`src/hdl/gbpf_pkg.sv`:
```
package gbpf_pkg;

	localparam logic [1:0] REQ_LOAD   = 2'd0;
	localparam logic [1:0] REQ_SEARCH = 2'd1;
	localparam logic [1:0] REQ_READ   = 2'd2;

	localparam logic [2:0] CFG_GRID_HEIGHT     = 3'd0;
	localparam logic [2:0] CFG_GRID_WIDTH      = 3'd1;
	localparam logic [2:0] CFG_REGION_ROW_LOW  = 3'd2;
	localparam logic [2:0] CFG_REGION_ROW_HIGH = 3'd3;
	localparam logic [2:0] CFG_REGION_COL_LOW  = 3'd4;
	localparam logic [2:0] CFG_REGION_COL_HIGH = 3'd5;

	localparam logic [5:0] RST_GRID_HEIGHT     = 6'd32;
	localparam logic [5:0] RST_GRID_WIDTH      = 6'd32;
	localparam logic [4:0] RST_REGION_ROW_LOW  = 5'd3;
	localparam logic [5:0] RST_REGION_ROW_HIGH = 6'd15;
	localparam logic [4:0] RST_REGION_COL_LOW  = 5'd4;
	localparam logic [5:0] RST_REGION_COL_HIGH = 6'd23;

	localparam logic [10:0] PATH_LEN_MAX = 11'd2047;

	typedef enum logic [1:0] {
		CMD_LOAD,
		CMD_SEARCH,
		CMD_READ,
		CMD_NOP
	} cmd_kind_t;

	typedef struct packed {
		cmd_kind_t  kind;
		logic [4:0] row;
		logic [4:0] col;
		logic       wall;
		logic       region;
		logic [4:0] goal_row;
		logic [4:0] goal_col;
		logic [9:0] path_index;
	} cmd_t;

	typedef struct packed {
		logic [5:0] grid_height;
		logic [5:0] grid_width;
		logic [4:0] row_low;
		logic [5:0] row_high;
		logic [4:0] col_low;
		logic [5:0] col_high;
	} cfg_t;

endpackage

```
`src/hdl/gbpf_front.sv`:
```
module gbpf_front (
	input  logic              clk,
	input  logic              arst_n,
	input  logic              in_valid,
	output logic              in_stall,
	input  logic [1:0]        req_type,
	input  logic [4:0]        cell_row,
	input  logic [4:0]        cell_col,
	input  logic              wall_flag,
	input  logic              region_flag,
	input  logic [4:0]        goal_row,
	input  logic [4:0]        goal_col,
	input  logic [9:0]        path_index,
	output logic              cmd_valid,
	input  logic              cmd_stall,
	output gbpf_pkg::cmd_t    cmd
);

	gbpf_pkg::cmd_t slot_q [2];
	gbpf_pkg::cmd_t new_cmd;
	logic           wr_ptr_q;
	logic           rd_ptr_q;
	logic [1:0]     count_q;
	logic           push;
	logic           pop;

	always_comb begin
		new_cmd.row        = cell_row;
		new_cmd.col        = cell_col;
		new_cmd.wall       = wall_flag;
		new_cmd.region     = region_flag;
		new_cmd.goal_row   = goal_row;
		new_cmd.goal_col   = goal_col;
		new_cmd.path_index = path_index;
		case (req_type)
			gbpf_pkg::REQ_LOAD:   new_cmd.kind = gbpf_pkg::CMD_LOAD;
			gbpf_pkg::REQ_SEARCH: new_cmd.kind = gbpf_pkg::CMD_SEARCH;
			gbpf_pkg::REQ_READ:   new_cmd.kind = gbpf_pkg::CMD_READ;
			default:              new_cmd.kind = gbpf_pkg::CMD_NOP;
		endcase
	end

	assign in_stall  = (count_q == 2'd2);
	assign cmd_valid = (count_q != 2'd0);
	assign cmd       = slot_q[rd_ptr_q];
	assign push      = in_valid && !in_stall;
	assign pop       = cmd_valid && !cmd_stall;

	always_ff @(posedge clk) begin
		if (push) begin
			slot_q[wr_ptr_q] <= new_cmd;
		end
	end

	always_ff @(posedge clk or negedge arst_n) begin
		if (!arst_n) begin
			wr_ptr_q <= 1'b0;
			rd_ptr_q <= 1'b0;
			count_q  <= 2'd0;
		end else begin
			if (push) begin
				wr_ptr_q <= !wr_ptr_q;
			end
			if (pop) begin
				rd_ptr_q <= !rd_ptr_q;
			end
			if (push && !pop) begin
				count_q <= count_q + 2'd1;
			end else if (pop && !push) begin
				count_q <= count_q - 2'd1;
			end
		end
	end

endmodule

```
`config.mk`:
```
export PLATFORM = sky130hd
export DESIGN_NAME = gbpf_front
export DESIGN_NICKNAME = d
export VERILOG_FILES = /design/src/hdl/gbpf_pkg.sv /design/src/hdl/gbpf_front.sv
export SDC_FILE = /design/constraint.sdc
export NUM_CORES = 1
export LEC_CHECK = 0
export BUFFER_PORTS_ARGS = -buffer_cell sky130_fd_sc_hd__buf_2
export CORE_MARGIN = 5
export CORE_UTILIZATION = 45
export CTS_CLUSTER_DIAMETER = 40
export CTS_CLUSTER_SIZE = 28
export DETAILED_ROUTE_END_ITERATION = 10
export PLACE_DENSITY = 0.7
export RECOVER_POWER = 50
export SLEW_MARGIN = 20
export SYNTH_ARGS = -nofsm -noshare
export SYNTH_HDL_FRONTEND = slang
export SYNTH_SLANG_ARGS = --single-unit
```
`constraint.sdc`:
```
create_clock -name clk -period 3.05 [get_ports clk]
set_clock_uncertainty 0.1 [all_clocks]
set_input_delay 0.1525 -clock clk [delete_from_list [all_inputs] [get_ports clk]]
set_output_delay 0.1525 -clock clk [all_outputs]
set_load 0.02 [all_outputs]
```
==> run metrics <==
Fmax=409.8 MHz; routability-driven placement congestion ratio=0.7160; via count=1483; first-pass GRT wire length=7548 um; met3 wire len=385 um; RSZ-0062 raised after global routing=no; met1 wire length=1964 um; cell row count=28; Worst Hold Class=in -> async; Die Span X=89.10 um; worst slew pin tran=972.6 ps; drt via density=4.563; I/O pin cnt=74; layout cells sized above 1=0.4200; Syn Area/Cell=22.17 um2; worst-path fanout max=18; final setup margin=610.0 ps; number of global-route vias before repair=1610; Relative slew margins=0.3516; area grow syn2layout=33.11%; antenna violations before repair=0; power per cell area=911.4 nW/um2; worst setup path category=reg -> out; fin cells=325; Fin. Hold Viols=0; postcts setup bufs=0; drt drc=0; Top Metal Used=met4; Synth Cell Area=2815 um2; Core ar.=5991 um2; fin crit share=0.8000; DR iter-0 viols=40; placed insts=273; TritonCTS clock tree=done; CP arrival=2190 ps; diodes inserted=0; DR WL met2=2352 um; Buffers on Ports=73; clock slew at reported path FFs=70 ps; CTS H-Tree Depth=3; sequential fraction of the synthesis area=0.7609; peak supply drop=0.6861 mV; total wire length=4808 um; GRT Residual Overflow=0; Worst setup EP type=output port; Clock Sinks=72; drt wl/cell=14.79 um; MaxCap Viol Count=0; Num CTS Buffers=9; Initial Utilization=0.4699; CTS resizes=0; Post-Synthesis Cells=127; Final Slew Violations=0; clk buf depth=2; crit start category=flop; clk_lat worst skew=330 ps; CP Data Required Time=2800 ps; drt first pass iters=4; nets=284; Distinct cells, synth=17; Mapped Nets=166; Post-DP HPWL=3163 um; largest net degree at the start of global routing=35; GRT Total Usage=0.1327; Synth Register Bits=72; Die Ht=89.10 um; final core occ=0.6255; minimum clock period=2440 ps; Detail Route Antenna Nets=0; total negative slack=0 ps; Final setup viols=0; root buffer cell=clkbuf_8; Synth warnings=0; Static Leak=0.001484 uW; area of the die=7938 um2; dpl ws=1174 ps; status=finished clean
[final cells by class]
cell class | instances | area, um2
Clock buffer | 12 | 135.1
Fill cell | 452 | 2243
Timing Repair Buffer | 113 | 728.2
Clock inverter | 4 | 45.04
Sequential cell | 72 | 2142
Multi-Input combinational cell | 47 | 595.6
Inverter | 2 | 7.507
Tap cell | 75 | 93.84
[through the flow]
step                total power, uW  hold WS, ps  cell area [um2]
CTS                            3465        42.37             3776
finish                         3415        79.03             3747
global placement               2724       -136.5             3236
detailed placement             2741       -135.1             3236
floorplan                      2458       -243.1             2815
global route                   3595        83.14             3747
[worst paths after layout]
kind / startpoint / to / slack [ps] / depth (start not counted)
max: rd_ptr_q / cmd[15] / 610 / 3
max in group asynchronous: arst_n / wr_ptr_q / 2580 / 2
min in group clk: in_valid / wr_ptr_q / 90 / 3
min: arst_n / count_q[1] / 80 / 2
max reg2reg: count_q[0] / slot_q[0][2] / 1200 / 4
min reg2reg: count_q[1] / count_q[1] / 390 / 1
[cell usage after synthesis]
master    number  area (um2)
and3_1         1       6.260
buf_12         3       60.06
buf_6          1       11.26
clkbuf_1       2       7.510
dfrtp_1        4       100.1
edfxtp_1      68        2042
ha_1           1       12.51
inv_1          2       7.510
mux2_2         5       56.30
mux2_4        29       435.4
nand2_1        1       3.750
nand2b_1       1       6.260
nand2b_2       1       8.760
nor2_1         2       7.510
or2_1          1       6.260
xnor2_1        3       26.28
xor2_1         2       17.52
[worst max-delay path, cell delays in order, from the launching register on]
cell and delay [ps]:
dfrtp_1 990, buf_4 390, mux2_4 320, buf_2 160
[registers in the layout, summed over array words and instances (netlist names)]
| register | flops |
|---|---|
| slot_q | 68 |
| count_q | 2 |
| rd_ptr_q | 1 |
| wr_ptr_q | 1 |
[kinds of logic (layout without fill, tap and decap cells)]
kind of cell,count (synthesis),in the layout,synth area share
mux,34,34,0.1747
flops,72,72,0.7609
fa+ha+maj,1,1,0.004444
buf+inv,8,131,0.03067
simple gates,7,7,0.01378
xor+xnor,5,5,0.01556
[placed cells by master, fill, tap and decap left out, types with 3 or more instances in the layout]
cell | netlist | final
dlygate4sd3_1 | 0 | 36
clkbuf_8 | 0 | 9
xnor2_1 | 3 | 3
edfxtp_1 | 68 | 68
clkbuf_1 | 2 | 25
mux2_2 | 5 | 5
buf_2 | 0 | 51
mux2_4 | 29 | 29
clkinv_2 | 0 | 3
dfrtp_1 | 4 | 4
buf_4 | 0 | 4
[power by group]
part           switching [uW]  leakage, uW  internal [uW]
combinational             656     0.000712            586
clock                     312    0.0000941            374
sequential                130     0.000678           1360
[what timing repair did]
action / in CTS / in global routing
endpoints found under the setup margin: 0 / 0
endpoints found under the hold margin: 73 / 0
hold buffers: 36 / 0
[routing by layer]
metal	vias up	GRT usage
li1	721	-
met1	696	0.1495
met2	55	0.2230
met3	11	0.04793
met4	0	0.06495
met5	-	0
No activity file was read; power rests on OpenSTA's default activity.
